### src/rtl/pfc_pkg.sv
`default_nettype none

package pfc_pkg;

  // channel and register geometry
  localparam int CH_W       = 8;
  localparam int EN_W       = 5;
  localparam int CFG_DIM_W  = 13;
  localparam int CFG_DATA_W = 13;
  localparam int CFG_IDX_W  = 2;

  // register indexes
  localparam logic [CFG_IDX_W-1:0] CFG_ENABLES = 2'd0;
  localparam logic [CFG_IDX_W-1:0] CFG_WIDTH   = 2'd1;
  localparam logic [CFG_IDX_W-1:0] CFG_HEIGHT  = 2'd2;

  // enable bit positions
  localparam int EN_INVERT = 0;
  localparam int EN_THRESH = 1;
  localparam int EN_DIAG   = 2;
  localparam int EN_FRAME  = 3;
  localparam int EN_CIRCLE = 4;

  // reset values and fixed constants
  localparam logic [CFG_DIM_W-1:0] RST_WIDTH  = 13'd640;
  localparam logic [CFG_DIM_W-1:0] RST_HEIGHT = 13'd480;
  localparam logic [CH_W-1:0]      THRESH_LVL = 8'd100;
  localparam logic [CH_W-1:0]      CH_MAX     = 8'd255;
  localparam int                   SQRT_SHIFT = 14;

  typedef struct packed {
    logic [CH_W-1:0] in_red;
    logic [CH_W-1:0] in_green;
    logic [CH_W-1:0] in_blue;
  } pixel_t;

  typedef struct packed {
    logic [CH_W-1:0] out_red;
    logic [CH_W-1:0] out_green;
    logic [CH_W-1:0] out_blue;
    logic            row_end;
    logic            frame_end;
  } result_t;

endpackage

`default_nettype wire

### src/rtl/pfc_front.sv
`default_nettype none

module pfc_front import pfc_pkg::*; #(
  parameter int MAX_DIM = 4096,
  parameter int DIM_W   = 13,
  parameter int CNT_W   = 12,
  parameter int ENT_W   = 50
) (
  input  wire logic                  clk_i,
  input  wire logic                  rst_ni,
  input  wire logic                  cfg_we_i,
  input  wire logic [CFG_IDX_W-1:0]  cfg_idx_i,
  input  wire logic [CFG_DATA_W-1:0] cfg_data_i,
  input  wire logic                  in_valid_i,
  output logic                       in_stall_o,
  input  wire pixel_t                in_pixel_i,
  input  wire logic                  q_full_i,
  output logic                       q_push_o,
  output logic [ENT_W-1:0]           q_data_o,
  output logic [EN_W-1:0]            en_o,
  output logic [DIM_W-1:0]           width_o,
  output logic [DIM_W-1:0]           height_o
);

  logic [EN_W-1:0]      en_q;
  logic [CFG_DIM_W-1:0] width_q, height_q;
  logic [CNT_W-1:0]     col_q, col_d, row_q, row_d;
  logic [31:0]          w_ext, h_ext, w_eff, h_eff;
  logic [DIM_W:0]       col_nx, row_nx;
  logic                 rend, fend;

  // configuration registers
  always_ff @(posedge clk_i or negedge rst_ni) begin
    if (!rst_ni) begin
      en_q     <= '0;
      width_q  <= RST_WIDTH;
      height_q <= RST_HEIGHT;
    end else if (cfg_we_i) begin
      unique case (cfg_idx_i)
        CFG_ENABLES: en_q <= cfg_data_i[EN_W-1:0];
        CFG_WIDTH:   width_q <= cfg_data_i[CFG_DIM_W-1:0];
        CFG_HEIGHT:  height_q <= cfg_data_i[CFG_DIM_W-1:0];
        default: ;
      endcase
    end
  end

  // clamp dimensions to the supported range
  always_comb begin
    w_ext = 32'(width_q);
    h_ext = 32'(height_q);
    if (w_ext < 32'd2) w_eff = 32'd2;
    else if (w_ext > 32'(MAX_DIM)) w_eff = 32'(MAX_DIM);
    else w_eff = w_ext;
    if (h_ext < 32'd2) h_eff = 32'd2;
    else if (h_ext > 32'(MAX_DIM)) h_eff = 32'(MAX_DIM);
    else h_eff = h_ext;
  end

  assign en_o     = en_q;
  assign width_o  = w_eff[DIM_W-1:0];
  assign height_o = h_eff[DIM_W-1:0];

  // position tracking and row / frame end flags
  always_comb begin
    col_nx = (DIM_W+1)'(col_q) + (DIM_W+1)'(1);
    row_nx = (DIM_W+1)'(row_q) + (DIM_W+1)'(1);
    rend   = col_nx >= (DIM_W+1)'(width_o);
    fend   = rend && (row_nx >= (DIM_W+1)'(height_o));
    col_d  = col_q;
    row_d  = row_q;
    if (rend) begin
      col_d = '0;
      row_d = fend ? '0 : row_nx[CNT_W-1:0];
    end else begin
      col_d = col_nx[CNT_W-1:0];
    end
  end

  assign q_push_o   = in_valid_i && !q_full_i;
  assign in_stall_o = q_full_i;
  assign q_data_o   = {in_pixel_i, col_q, row_q, rend, fend};

  always_ff @(posedge clk_i or negedge rst_ni) begin
    if (!rst_ni) begin
      col_q <= '0;
      row_q <= '0;
    end else if (q_push_o) begin
      col_q <= col_d;
      row_q <= row_d;
    end
  end

endmodule

`default_nettype wire

### src/rtl/pfc_queue.sv
`default_nettype none

module pfc_queue #(
  parameter int ENT_W = 50
) (
  input  wire logic             clk_i,
  input  wire logic             rst_ni,
  input  wire logic             push_i,
  input  wire logic [ENT_W-1:0] data_i,
  output logic                  full_o,
  input  wire logic             pop_i,
  output logic [ENT_W-1:0]      data_o,
  output logic                  empty_o
);

  logic [ENT_W-1:0] mem_q [2];
  logic             wp_q, rp_q;
  logic [1:0]       cnt_q;

  assign full_o  = cnt_q == 2'd2;
  assign empty_o = cnt_q == 2'd0;
  assign data_o  = mem_q[rp_q];

  // entry storage
  always_ff @(posedge clk_i) begin
    if (push_i) mem_q[wp_q] <= data_i;
  end

  // pointers and fill count
  always_ff @(posedge clk_i or negedge rst_ni) begin
    if (!rst_ni) begin
      wp_q  <= 1'b0;
      rp_q  <= 1'b0;
      cnt_q <= 2'd0;
    end else begin
      if (push_i) wp_q <= ~wp_q;
      if (pop_i) rp_q <= ~rp_q;
      if (push_i && !pop_i) cnt_q <= cnt_q + 2'd1;
      else if (pop_i && !push_i) cnt_q <= cnt_q - 2'd1;
    end
  end

  a_no_overflow: assert property (@(posedge clk_i) disable iff (!rst_ni)
    full_o |-> !push_i) else $error("push into full queue");

  a_no_underflow: assert property (@(posedge clk_i) disable iff (!rst_ni)
    empty_o |-> !pop_i) else $error("pop from empty queue");

  a_fill_step: assert property (@(posedge clk_i) disable iff (!rst_ni)
    (push_i && !pop_i) |=> cnt_q == $past(cnt_q) + 2'd1)
    else $error("fill count did not follow transfer");

endmodule

`default_nettype wire

### src/rtl/pfc_div.sv
`default_nettype none

module pfc_div #(
  parameter int DEN_W  = 26,
  parameter int LOW_W  = 16,
  parameter int STEP_W = 5
) (
  input  wire logic              clk_i,
  input  wire logic              rst_ni,
  input  wire logic              start_i,
  input  wire logic [DEN_W-1:0]  den_i,
  input  wire logic [DEN_W-1:0]  rem_i,
  input  wire logic [LOW_W-1:0]  low_i,
  input  wire logic [STEP_W-1:0] steps_i,
  output logic                   done_o,
  output logic [LOW_W-1:0]       quo_o
);

  logic              busy_q, done_q;
  logic [STEP_W-1:0] cnt_q;
  logic [DEN_W-1:0]  den_q, rem_q, rem_d;
  logic [LOW_W-1:0]  sh_q, quo_q;
  logic [DEN_W:0]    r2;
  logic              ge;

  // one restoring step: bring down a bit, subtract if it fits
  always_comb begin
    r2    = {rem_q, sh_q[LOW_W-1]};
    ge    = r2 >= {1'b0, den_q};
    rem_d = ge ? DEN_W'(r2 - {1'b0, den_q}) : r2[DEN_W-1:0];
  end

  always_ff @(posedge clk_i or negedge rst_ni) begin
    if (!rst_ni) begin
      busy_q <= 1'b0;
      done_q <= 1'b0;
      cnt_q  <= '0;
    end else begin
      done_q <= 1'b0;
      if (start_i) begin
        busy_q <= 1'b1;
        cnt_q  <= steps_i;
      end else if (busy_q) begin
        cnt_q <= cnt_q - STEP_W'(1);
        if (cnt_q == STEP_W'(1)) begin
          busy_q <= 1'b0;
          done_q <= 1'b1;
        end
      end
    end
  end

  // datapath
  always_ff @(posedge clk_i) begin
    if (start_i) begin
      den_q <= den_i;
      rem_q <= rem_i;
      sh_q  <= low_i;
      quo_q <= '0;
    end else if (busy_q) begin
      rem_q <= rem_d;
      sh_q  <= sh_q << 1;
      quo_q <= {quo_q[LOW_W-2:0], ge};
    end
  end

  assign done_o = done_q;
  assign quo_o  = quo_q;

endmodule

`default_nettype wire

### src/rtl/pfc_sqrt.sv
`default_nettype none

module pfc_sqrt #(
  parameter int OUT_W = 22
) (
  input  wire logic               clk_i,
  input  wire logic               rst_ni,
  input  wire logic               start_i,
  input  wire logic [2*OUT_W-1:0] rad_i,
  output logic                    done_o,
  output logic [OUT_W-1:0]        root_o
);

  localparam int IN_W  = 2 * OUT_W;
  localparam int CNT_W = $clog2(OUT_W + 1);

  logic             busy_q, done_q;
  logic [CNT_W-1:0] cnt_q;
  logic [IN_W-1:0]  rad_q;
  logic [OUT_W+1:0] rem_q, rem_d;
  logic [OUT_W-1:0] root_q;
  logic [OUT_W+3:0] rem2, trial;
  logic             ge;

  // one result bit per cycle, two radicand bits brought down
  always_comb begin
    rem2  = {rem_q, rad_q[IN_W-1:IN_W-2]};
    trial = (OUT_W+4)'({root_q, 2'b01});
    ge    = rem2 >= trial;
    rem_d = ge ? (OUT_W+2)'(rem2 - trial) : rem2[OUT_W+1:0];
  end

  always_ff @(posedge clk_i or negedge rst_ni) begin
    if (!rst_ni) begin
      busy_q <= 1'b0;
      done_q <= 1'b0;
      cnt_q  <= '0;
    end else begin
      done_q <= 1'b0;
      if (start_i) begin
        busy_q <= 1'b1;
        cnt_q  <= CNT_W'(OUT_W);
      end else if (busy_q) begin
        cnt_q <= cnt_q - CNT_W'(1);
        if (cnt_q == CNT_W'(1)) begin
          busy_q <= 1'b0;
          done_q <= 1'b1;
        end
      end
    end
  end

  always_ff @(posedge clk_i) begin
    if (start_i) begin
      rad_q  <= rad_i;
      rem_q  <= '0;
      root_q <= '0;
    end else if (busy_q) begin
      rad_q  <= rad_q << 2;
      rem_q  <= rem_d;
      root_q <= {root_q[OUT_W-2:0], ge};
    end
  end

  assign done_o = done_q;
  assign root_o = root_q;

endmodule

`default_nettype wire

### src/rtl/pfc_back.sv
`default_nettype none

module pfc_back import pfc_pkg::*; #(
  parameter int MAX_DIM        = 4096,
  parameter int GAIN_FRAC_BITS = 16,
  parameter int ENT_W          = 50
) (
  input  wire logic             clk_i,
  input  wire logic             rst_ni,
  input  wire logic [EN_W-1:0]  en_i,
  input  wire logic [$clog2(MAX_DIM+1)-1:0] width_i,
  input  wire logic [$clog2(MAX_DIM+1)-1:0] height_i,
  input  wire logic             q_empty_i,
  input  wire logic [ENT_W-1:0] q_data_i,
  output logic                  q_pop_o,
  output logic                  out_valid_o,
  input  wire logic             out_stall_i,
  output result_t               out_result_o
);

  localparam int DIM_W   = $clog2(MAX_DIM + 1);
  localparam int CNT_W   = $clog2(MAX_DIM);
  localparam int GF      = GAIN_FRAC_BITS;
  localparam int AREA_W  = 2 * DIM_W;
  localparam int DX_W    = DIM_W + 1;
  localparam int SS_W    = 2 * DX_W + 1 + SQRT_SHIFT;
  localparam int SQ_W    = (SS_W + 1) / 2;
  localparam int DEN_W   = (AREA_W > DIM_W + 8) ? AREA_W : DIM_W + 8;
  localparam int LOW_W   = GF;
  localparam int STEP_W  = $clog2(LOW_W + 1);
  localparam int MA_0    = (AREA_W > CH_W + DIM_W) ? AREA_W : CH_W + DIM_W;
  localparam int MA_W    = (MA_0 > GF + 1) ? MA_0 : GF + 1;
  localparam int MB_W    = (DX_W > CH_W) ? DX_W : CH_W;
  localparam int P_W     = MA_W + MB_W;
  localparam int C_0     = (SQ_W + 5 > DIM_W + 10) ? SQ_W + 5 : DIM_W + 10;
  localparam int CMP_W   = C_0 + 1;

  typedef enum logic [21:0] {
    S_IDLE  = 22'h000001,
    S_DG_A  = 22'h000002,
    S_DG_B  = 22'h000004,
    S_DG_C  = 22'h000008,
    S_DG_D  = 22'h000010,
    S_DG_M  = 22'h000020,
    S_DG_DS = 22'h000040,
    S_DG_DW = 22'h000080,
    S_FR_A  = 22'h000100,
    S_FR_M1 = 22'h000200,
    S_FR_M2 = 22'h000400,
    S_FR_DS = 22'h000800,
    S_FR_DW = 22'h001000,
    S_CI_A  = 22'h002000,
    S_CI_B  = 22'h004000,
    S_CI_S  = 22'h008000,
    S_CI_SW = 22'h010000,
    S_CI_G  = 22'h020000,
    S_CI_GW = 22'h040000,
    S_CI_M  = 22'h080000,
    S_CI_W  = 22'h100000,
    S_OUT   = 22'h200000
  } state_e;

  state_e state_q, state_d;
  state_e nx_pre, nx_dg, nx_fr;

  // working item
  logic [CH_W-1:0]  ch_q [3];
  logic [1:0]       idx_q;
  logic [CNT_W-1:0] col_q, row_q;
  logic             rend_q, fend_q;
  logic [AREA_W-1:0] area_q, wt_q;
  logic [P_W-1:0]   prod_q, t1_q;
  logic [SQ_W-1:0]  dq_q;
  logic [GF:0]      g_q;
  logic             out_valid_q;
  result_t          out_q;

  // unpacked queue entry
  pixel_t           e_pix;
  logic [CNT_W-1:0] e_col, e_row;
  logic             e_rend, e_fend;
  logic [CH_W-1:0]  pre [3];

  // shared multiplier
  logic [MA_W-1:0]  mul_a;
  logic [MB_W-1:0]  mul_b;

  // geometry
  logic [DIM_W-1:0]  mi, mj, row_e, col_e, di, dj, wi, wj, l_min;
  logic [DX_W-1:0]   dx, dy, w_x, h_x, col2, row2;
  logic [AREA_W-1:0] hc, wr, dd, wt_d;
  logic [SS_W-1:0]   ss;
  logic [CMP_W-1:0]  dq_c, l_c, l256, num, dq12, dq24, dq8, l512, l768;
  logic              ring0, ring1, ring2, ring_any;
  logic [1:0]        ring_sel;
  logic              num_ge;
  logic              out_free;

  // divider and square root hookup
  logic              div_start, div_done;
  logic [DEN_W-1:0]  div_den, div_rem;
  logic [LOW_W-1:0]  div_low, div_quo;
  logic [STEP_W-1:0] div_steps;
  logic              sq_start, sq_done;
  logic [SQ_W-1:0]   sq_root;

  assign {e_pix, e_col, e_row, e_rend, e_fend} = q_data_i;

  // invert and threshold on the way in
  always_comb begin
    pre[0] = e_pix.in_red;
    pre[1] = e_pix.in_green;
    pre[2] = e_pix.in_blue;
    for (int i = 0; i < 3; i++) begin
      if (en_i[EN_INVERT]) pre[i] = CH_MAX - pre[i];
      if (en_i[EN_THRESH] && (pre[i] < THRESH_LVL)) pre[i] = '0;
    end
  end

  // which stage follows which
  always_comb begin
    nx_fr  = en_i[EN_CIRCLE] ? S_CI_A : S_OUT;
    nx_dg  = en_i[EN_FRAME] ? S_FR_A : nx_fr;
    nx_pre = en_i[EN_DIAG] ? S_DG_A : nx_dg;
  end

  // position dependent terms
  always_comb begin
    row_e = DIM_W'(row_q);
    col_e = DIM_W'(col_q);
    mi    = height_i >> 1;
    mj    = width_i >> 1;
    di    = (mi > row_e) ? mi - row_e : row_e - mi;
    dj    = (mj > col_e) ? mj - col_e : col_e - mj;
    wi    = (di < mi) ? mi - di : '0;
    wj    = (dj < mj) ? mj - dj : '0;
    w_x   = DX_W'(width_i);
    h_x   = DX_W'(height_i);
    col2  = DX_W'({col_q, 1'b0});
    row2  = DX_W'({row_q, 1'b0});
    dx    = (w_x > col2) ? w_x - col2 : col2 - w_x;
    dy    = (h_x > row2) ? h_x - row2 : row2 - h_x;
    hc    = t1_q[AREA_W-1:0];
    wr    = prod_q[AREA_W-1:0];
    dd    = (hc > wr) ? hc - wr : wr - hc;
    wt_d  = (dd < area_q) ? area_q - dd : '0;
    ss    = (SS_W'(t1_q[2*DX_W-1:0]) + SS_W'(prod_q[2*DX_W-1:0])) << SQRT_SHIFT;
  end

  // ring selection and gain numerator
  always_comb begin
    l_min = (width_i < height_i) ? width_i : height_i;
    dq_c  = CMP_W'(dq_q);
    l_c   = CMP_W'(l_min);
    l256  = l_c << 8;
    l512  = l_c << 9;
    l768  = l256 + l512;
    dq8   = dq_c << 3;
    dq12  = (dq_c << 3) + (dq_c << 2);
    dq24  = dq12 << 1;
    ring0 = dq12 < l256;
    ring1 = dq_c < (l_c << 6);
    ring2 = dq_c < (l_c << 7);
    ring_any = ring0 || ring1 || ring2;
    if (ring0) begin
      ring_sel = 2'd0;
      num = (l256 > dq24) ? l256 - dq24 : dq24 - l256;
    end else if (ring1) begin
      ring_sel = 2'd1;
      num = (l512 > dq12) ? l512 - dq12 : dq12 - l512;
    end else begin
      ring_sel = 2'd2;
      num = (l768 > dq8) ? l768 - dq8 : dq8 - l768;
    end
    num_ge = num >= l256;
  end

  // multiplier operand select
  always_comb begin
    mul_a = '0;
    mul_b = '0;
    unique case (state_q)
      S_DG_A:  begin mul_a = MA_W'(width_i);      mul_b = MB_W'(height_i); end
      S_DG_B:  begin mul_a = MA_W'(col_q);        mul_b = MB_W'(height_i); end
      S_DG_C:  begin mul_a = MA_W'(row_q);        mul_b = MB_W'(width_i);  end
      S_DG_M:  begin mul_a = MA_W'(wt_q);         mul_b = MB_W'(ch_q[idx_q]); end
      S_FR_A:  begin mul_a = MA_W'(mi);           mul_b = MB_W'(mj);       end
      S_FR_M1: begin mul_a = MA_W'(wi);           mul_b = MB_W'(ch_q[idx_q]); end
      S_FR_M2: begin
        mul_a = MA_W'(prod_q[CH_W+DIM_W-1:0]);
        mul_b = MB_W'(wj);
      end
      S_CI_A:  begin mul_a = MA_W'(dx);           mul_b = MB_W'(dx);       end
      S_CI_B:  begin mul_a = MA_W'(dy);           mul_b = MB_W'(dy);       end
      S_CI_M:  begin mul_a = MA_W'(g_q);          mul_b = MB_W'(ch_q[idx_q]); end
      default: ;
    endcase
  end

  always_ff @(posedge clk_i) begin
    prod_q <= P_W'(mul_a) * P_W'(mul_b);
  end

  // divider and root requests
  always_comb begin
    div_start = 1'b0;
    div_den   = '0;
    div_rem   = '0;
    div_low   = '0;
    div_steps = '0;
    unique case (state_q) inside
      S_DG_DS, S_FR_DS: begin
        div_start = 1'b1;
        div_den   = DEN_W'(area_q);
        div_rem   = DEN_W'(prod_q[P_W-1:CH_W]);
        div_low   = LOW_W'(prod_q[CH_W-1:0]) << (LOW_W - CH_W);
        div_steps = STEP_W'(CH_W);
      end
      S_CI_G: begin
        div_start = ring_any && !num_ge;
        div_den   = DEN_W'(l256);
        div_rem   = DEN_W'(num);
        div_steps = STEP_W'(GF);
      end
      default: ;
    endcase
  end

  assign sq_start = state_q == S_CI_S;
  assign out_free = !out_valid_q || !out_stall_i;
  assign q_pop_o  = (state_q == S_IDLE) && !q_empty_i;

  // sequencer
  always_comb begin
    state_d = state_q;
    unique case (state_q)
      S_IDLE:  if (!q_empty_i) state_d = nx_pre;
      S_DG_A:  state_d = S_DG_B;
      S_DG_B:  state_d = S_DG_C;
      S_DG_C:  state_d = S_DG_D;
      S_DG_D:  state_d = S_DG_M;
      S_DG_M:  state_d = S_DG_DS;
      S_DG_DS: state_d = S_DG_DW;
      S_DG_DW: if (div_done) state_d = (idx_q == 2'd2) ? nx_dg : S_DG_M;
      S_FR_A:  state_d = S_FR_M1;
      S_FR_M1: state_d = S_FR_M2;
      S_FR_M2: state_d = S_FR_DS;
      S_FR_DS: state_d = S_FR_DW;
      S_FR_DW: if (div_done) state_d = (idx_q == 2'd2) ? nx_fr : S_FR_M1;
      S_CI_A:  state_d = S_CI_B;
      S_CI_B:  state_d = S_CI_S;
      S_CI_S:  state_d = S_CI_SW;
      S_CI_SW: if (sq_done) state_d = S_CI_G;
      S_CI_G: begin
        if (!ring_any) state_d = S_OUT;
        else if (num_ge) state_d = S_CI_M;
        else state_d = S_CI_GW;
      end
      S_CI_GW: if (div_done) state_d = S_CI_M;
      S_CI_M:  state_d = S_CI_W;
      S_CI_W:  state_d = S_OUT;
      S_OUT:   if (out_free) state_d = S_IDLE;
      default: state_d = S_IDLE;
    endcase
  end

  always_ff @(posedge clk_i or negedge rst_ni) begin
    if (!rst_ni) begin
      state_q     <= S_IDLE;
      out_valid_q <= 1'b0;
    end else begin
      state_q <= state_d;
      if ((state_q == S_OUT) && out_free) out_valid_q <= 1'b1;
      else if (out_valid_q && !out_stall_i) out_valid_q <= 1'b0;
    end
  end

  // working registers
  always_ff @(posedge clk_i) begin
    unique case (state_q) inside
      S_IDLE: begin
        ch_q   <= pre;
        col_q  <= e_col;
        row_q  <= e_row;
        rend_q <= e_rend;
        fend_q <= e_fend;
        idx_q  <= 2'd0;
      end
      S_DG_B:  area_q <= prod_q[AREA_W-1:0];
      S_DG_C:  t1_q <= prod_q;
      S_DG_D:  wt_q <= wt_d;
      S_DG_DW, S_FR_DW: begin
        if (div_done) begin
          ch_q[idx_q] <= div_quo[CH_W-1:0];
          idx_q       <= (idx_q == 2'd2) ? 2'd0 : idx_q + 2'd1;
        end
      end
      S_FR_M1: if (idx_q == 2'd0) area_q <= prod_q[AREA_W-1:0];
      S_CI_B:  t1_q <= prod_q;
      S_CI_SW: if (sq_done) dq_q <= sq_root;
      S_CI_G: begin
        idx_q <= ring_sel;
        g_q   <= (GF+1)'(1) << GF;
      end
      S_CI_GW: if (div_done) g_q <= (GF+1)'(div_quo);
      S_CI_W:  ch_q[idx_q] <= prod_q[GF+CH_W-1:GF];
      S_OUT: begin
        if (out_free) out_q <= '{ch_q[0], ch_q[1], ch_q[2], rend_q, fend_q};
      end
      default: ;
    endcase
  end

  pfc_div #(
    .DEN_W  (DEN_W),
    .LOW_W  (LOW_W),
    .STEP_W (STEP_W)
  ) u_div (
    .clk_i   (clk_i),
    .rst_ni  (rst_ni),
    .start_i (div_start),
    .den_i   (div_den),
    .rem_i   (div_rem),
    .low_i   (div_low),
    .steps_i (div_steps),
    .done_o  (div_done),
    .quo_o   (div_quo)
  );

  pfc_sqrt #(
    .OUT_W (SQ_W)
  ) u_sqrt (
    .clk_i   (clk_i),
    .rst_ni  (rst_ni),
    .start_i (sq_start),
    .rad_i   ((2*SQ_W)'(ss)),
    .done_o  (sq_done),
    .root_o  (sq_root)
  );

  assign out_valid_o  = out_valid_q;
  assign out_result_o = out_q;

endmodule

`default_nettype wire

### src/rtl/pixel_filter_chain.sv
// the back-end sequencer with its shared multiplier, bit-serial divider and
//   bit-serial square root holds one pixel at a time
// a two-entry queue lets the front take pixels while the back end works
// reset: asynchronous, active low; counters clear, enables clear, size returns to 640x480
`default_nettype none

module pixel_filter_chain import pfc_pkg::*; #(
  parameter int MAX_DIM        = 4096,
  parameter int GAIN_FRAC_BITS = 16
) (
  input  wire logic                  clk_i,
  input  wire logic                  rst_ni,
  input  wire logic                  cfg_we_i,
  input  wire logic [CFG_IDX_W-1:0]  cfg_idx_i,
  input  wire logic [CFG_DATA_W-1:0] cfg_data_i,
  input  wire logic                  in_valid_i,
  output logic                       in_stall_o,
  input  wire pixel_t                in_pixel_i,
  output logic                       out_valid_o,
  input  wire logic                  out_stall_i,
  output result_t                    out_result_o
);

  localparam int DIM_W = $clog2(MAX_DIM + 1);
  localparam int CNT_W = $clog2(MAX_DIM);
  localparam int ENT_W = 3 * CH_W + 2 * CNT_W + 2;

  logic             q_full, q_push, q_pop, q_empty;
  logic [ENT_W-1:0] q_wdata, q_rdata;
  logic [EN_W-1:0]  en;
  logic [DIM_W-1:0] width, height;

  pfc_front #(
    .MAX_DIM (MAX_DIM),
    .DIM_W   (DIM_W),
    .CNT_W   (CNT_W),
    .ENT_W   (ENT_W)
  ) u_front (
    .clk_i      (clk_i),
    .rst_ni     (rst_ni),
    .cfg_we_i   (cfg_we_i),
    .cfg_idx_i  (cfg_idx_i),
    .cfg_data_i (cfg_data_i),
    .in_valid_i (in_valid_i),
    .in_stall_o (in_stall_o),
    .in_pixel_i (in_pixel_i),
    .q_full_i   (q_full),
    .q_push_o   (q_push),
    .q_data_o   (q_wdata),
    .en_o       (en),
    .width_o    (width),
    .height_o   (height)
  );

  pfc_queue #(
    .ENT_W (ENT_W)
  ) u_queue (
    .clk_i   (clk_i),
    .rst_ni  (rst_ni),
    .push_i  (q_push),
    .data_i  (q_wdata),
    .full_o  (q_full),
    .pop_i   (q_pop),
    .data_o  (q_rdata),
    .empty_o (q_empty)
  );

  pfc_back #(
    .MAX_DIM        (MAX_DIM),
    .GAIN_FRAC_BITS (GAIN_FRAC_BITS),
    .ENT_W          (ENT_W)
  ) u_back (
    .clk_i        (clk_i),
    .rst_ni       (rst_ni),
    .en_i         (en),
    .width_i      (width),
    .height_i     (height),
    .q_empty_i    (q_empty),
    .q_data_i     (q_rdata),
    .q_pop_o      (q_pop),
    .out_valid_o  (out_valid_o),
    .out_stall_i  (out_stall_i),
    .out_result_o (out_result_o)
  );

endmodule

`default_nettype wire

### config.mk
export PLATFORM = sky130hd
export DESIGN_NAME = pixel_filter_chain
export DESIGN_NICKNAME = d
export VERILOG_FILES = /design/src/rtl/pfc_pkg.sv /design/src/rtl/pfc_front.sv /design/src/rtl/pfc_queue.sv /design/src/rtl/pfc_div.sv /design/src/rtl/pfc_sqrt.sv /design/src/rtl/pfc_back.sv /design/src/rtl/pixel_filter_chain.sv
export SDC_FILE = /design/constraint.sdc
export NUM_CORES = 2
export LEC_CHECK = 0
export CORE_ASPECT_RATIO = 0.5
export CORE_MARGIN = 2
export CORE_UTILIZATION = 55
export DETAILED_ROUTE_END_ITERATION = 8
export DONT_BUFFER_PORTS = 1
export PLACE_DENSITY = 0.84
export SYNTH_ARGS = -nofsm -noshare
export SYNTH_HDL_FRONTEND = slang
export SYNTH_SLANG_ARGS = --single-unit
### constraint.sdc
create_clock -name clk_i -period 12.1 [get_ports clk_i]
set_clock_uncertainty 0.2 [all_clocks]
set_input_delay 0.605 -clock clk_i [delete_from_list [all_inputs] [get_ports clk_i]]
set_output_delay 0.605 -clock clk_i [all_outputs]
set_load 0.01 [all_outputs]
==> metrics.cfg <==
[run_status]
run_status=finished with violations
failing_checks=DRC

[placement]
port_buffers=0
gp_routability_congestion=1.03
dp_worst_setup_slack_ns=-0.153
dpl.hpwl_um=143000

[sta]
achievable-frequency_mhz=85.6
final_period_minus_worst_setup_slack_ns=11.68
timing_hold_violations_final=0
worst-slew-pin-transition_ns=1.26
setup_total_negative_slack_ns=0
postLayoutSetupSlackWorst_ns=0.418
timing.slew.headroom=0.159
final-setup-viol-count=0
final_hold_slack_ns=0.116
fin_crit_sh=0.965
slew_violations=0
rsz0062_at_grt=yes

[logic_synthesis]
yosysUniqueCellTypes=106
syn_avg_cell_area_um2=9.18
asyncSetResetFlopFracSynth=0.166
syn_inst=5913
synth_top_flop_cell=sky130_fd_sc_hd__edfxtp_1
synth_seq_area_share=0.294
ys.warnings.count=0
number_of_enable_type_register_cells_in_the_synthesized_netlist=386
synth.cell_area_um2=54300
yosys_register_bits=579

[drt]
detail_route.wl_per_cell_um=24.6
drt_first_pass_iters=9
route.layer.met1.wl_um=76000
drc=3
drt_iter0_drc=6225
drt.antenna.violating_nets=0
vias_after_detailed_routing=47300
routed_wirelength_um=183000
drt-vias-per-instance=6.36
route.met3.wl_um=23400
met2_wirelength_um=77500
dr.max_layer_used=met5

[critical_path]
worst_setup_path_start_kind=flip-flop
cp.arrival_ns=12.05
worst-path-max-fanout=7
critPathMaxStageDelay_ns=0.56
worst_ep_required_time_ns=12.46
setup.worst_path.class=reg -> reg
crit_path_end_kind=flip-flop
critical-path-slowest-cell=sky130_fd_sc_hd__fa_1

[floorplan]
core_region_area_um2=97700
starting_density_of_the_core=0.555
chipWidth_um=448
io_pins=72
die_h_um=226
rows=81
die_area_um2=101000

[grt]
grt.overflow.total=0
overall_fraction_of_global_route_tracks_in_use=0.358
grt_pass1_vias=46200
pin_count_of_the_biggest_net_entering_global_routing=97
grt_antenna_before_repair=10
grt_pass1_wl_um=277000

[finish]
syn_to_final_growth_pct=10.6
layout_common_cells=sky130_fd_sc_hd__inv_1, sky130_fd_sc_hd__nand2_1, sky130_fd_sc_hd__ha_1, sky130_fd_sc_hd__nor2_1, sky130_fd_sc_hd__edfxtp_1
layout-drive-gt1-share=0.0980
finalNetCount=6917
mostFrequentLayoutCell=sky130_fd_sc_hd__inv_1

[clock_tree]
cts_tree=built
max-clock-path-buffers=3
cts_htree_levels=2
clk_pin_slew_ns=0.08
cts-root-buf=sky130_fd_sc_hd__clkbuf_16
clkLatencyLatePin_ns=0.66
cts_num_sinks=579
number_of_buffers_created_by_cts=52

[power_and_ir_drop]
vdd.ir_drop.worst_uv=160
leakage_nw=26.3
power.density_cell_area_nw_per_um2=228
power.total_mw=13.7

[run]
max-cap-violations=0

[hold_path]
min-delay-path-class=in -> reg

layer usage:
layer  up-vias  global-route usage
li1      21100                   -
met1     23100               0.497
met2      2680               0.534
met3       424               0.108
met4         2               0.113
met5         -                   0
Yosys cell counts (13+ instances only):
cell type                  number  area share
sky130_fd_sc_hd__a21boi_0      20      0.0028
sky130_fd_sc_hd__a221oi_1      19      0.0031
sky130_fd_sc_hd__buf_1         34      0.0024
sky130_fd_sc_hd__a21oi_1      375       0.035
sky130_fd_sc_hd__clkbuf_1     187       0.013
sky130_fd_sc_hd__mux2_2        70       0.015
sky130_fd_sc_hd__and3_1        41      0.0047
sky130_fd_sc_hd__a21o_1       180       0.025
sky130_fd_sc_hd__nor2_1       480       0.033
sky130_fd_sc_hd__fa_1         290        0.11
sky130_fd_sc_hd__a311oi_1      13      0.0021
sky130_fd_sc_hd__nand2b_1      54      0.0062
sky130_fd_sc_hd__nor2b_1       64      0.0074
sky130_fd_sc_hd__a31oi_1       56      0.0065
sky130_fd_sc_hd__o31ai_1       28      0.0039
sky130_fd_sc_hd__dfxtp_1       97       0.036
sky130_fd_sc_hd__nor4_1        26      0.0030
sky130_fd_sc_hd__o21a_1        51      0.0071
sky130_fd_sc_hd__o22ai_1       24      0.0028
sky130_fd_sc_hd__a222oi_1      19      0.0035
sky130_fd_sc_hd__and2_1        92       0.011
sky130_fd_sc_hd__o21bai_1      78       0.011
sky130_fd_sc_hd__nand2_1      515       0.036
sky130_fd_sc_hd__edfxtp_1     386        0.21
sky130_fd_sc_hd__nor3b_1       26      0.0036
sky130_fd_sc_hd__xor2_1       108       0.017
sky130_fd_sc_hd__a211oi_1      52      0.0072
sky130_fd_sc_hd__or2_2         19      0.0022
sky130_fd_sc_hd__nand4_1       45      0.0052
sky130_fd_sc_hd__or3_1         23      0.0027
sky130_fd_sc_hd__nand3_1      114       0.011
sky130_fd_sc_hd__inv_1        602       0.042
sky130_fd_sc_hd__a211o_1       32      0.0052
sky130_fd_sc_hd__o21ai_0      275       0.025
sky130_fd_sc_hd__nor3_1        84      0.0077
sky130_fd_sc_hd__mux2i_1      159       0.029
sky130_fd_sc_hd__ha_1         512        0.12
sky130_fd_sc_hd__a22o_1        13      0.0021
sky130_fd_sc_hd__dfrtp_1       89       0.041
sky130_fd_sc_hd__nand3b_1      21      0.0029
sky130_fd_sc_hd__xnor2_1      225       0.036
sky130_fd_sc_hd__a22oi_1       43      0.0059
sky130_fd_sc_hd__buf_2         13      0.0012
sky130_fd_sc_hd__o211ai_1      44      0.0061
layout make-up:
cell class | count | area, um2
clock buffer | 70 | 1530
fill | 8177 | 37700
sequential | 579 | 15900
multi-input combinational | 4499 | 35600
inverter | 609 | 2290
tap | 1328 | 1660
clock inverter | 28 | 305
timing repair buffer | 330 | 2700
antenna | 6 | 15.0
logic make-up after synthesis:
family	after synthesis	share of synthesized area
AND/OR/NAND/NOR	1652	0.144
AO/OA/AOI/OAI	1462	0.179
buffers and inverters	850	0.0599
adder cells (fa/ha/maj)	806	0.226
flip-flops	579	0.294
XOR/XNOR	333	0.0538
multiplexers	229	0.0439
other	2	0.000138
metrics by stage:
step	std cells	cell area, um2	utilization
floorplan	5927	54400	-
global placement	7278	57200	0.586
detailed placement	7278	57200	0.586
CTS	7420	59500	0.609
global route	7444	60000	0.614
finish	7449	60000	0.614
power by group:
part / leakage [nW] / switching, mW / internal (mW)
logic: 19.8 / 5.46 / 3.45
registers: 5.62 / 0.375 / 2.61
clock network: 0.899 / 0.823 / 0.988
sequential cells by signal (all words and copies together), names as in the netlist, 16 cells and up:
name,count
u_queue.mem_q,100
u_back.prod_q,34
u_back.u_sqrt.rad_q,30
u_back.t1_q,28
u_back.area_q,26
u_back.out_result_o,26
u_back.u_div.den_q,26
u_back.u_div.rem_q,26
u_back.wt_q,26
u_back.ch_q,24
u_back.u_sqrt.rem_q,24
u_back.dq_q,22
u_back.state_q,22
u_back.u_sqrt.root_o,22
u_back.g_q,17
u_back.u_div.quo_o,16
worst max-delay path: cells and delay by family, from the launching register on:
kind	cells	cell delay, ns
AND/OR/NAND/NOR	11	1.88
adder cells (fa/ha/maj)	9	3.94
buffers and inverters	10	1.29
multiplexers	2	0.36
flip-flops	1	0.46
XOR/XNOR	2	0.32
AO/OA/AOI/OAI	15	3.09
timing repair:
action / in CTS / in global routing
hold buffers: 40 / 0
endpoints found under the setup margin: 5 / 132
resized for setup: 4 / 76
hold endpoints to repair: 177 / 0
pin swaps: 1 / 25
buffers inserted: 4 / 22
cloned: 0 / 1
worst paths after layout:
path,from,to,slack (ns),cells after the start
max,u_front.height_q[12]$_DFFE_PN0P_,u_back.prod_q[33]$_DFF_P_,0.42,49
min,cfg_idx_i[1],u_front.en_o[0]$_DFFE_PN0P_,0.12,2
max reg2reg,u_front.height_q[12]$_DFFE_PN0P_,u_back.prod_q[33]$_DFF_P_,0.42,49
min reg2reg,u_back.rend_q$_DFFE_PP_,u_back.out_result_o[1]$_DFFE_PP_,0.28,0
max in group asynchronous,rst_ni,u_back.u_sqrt.busy_q$_DFF_PN0_,10.81,2
min in group asynchronous,rst_ni,u_front.width_q[4]$_DFFE_PN0P_,0.31,2
Power figures use the tool's default switching activity.
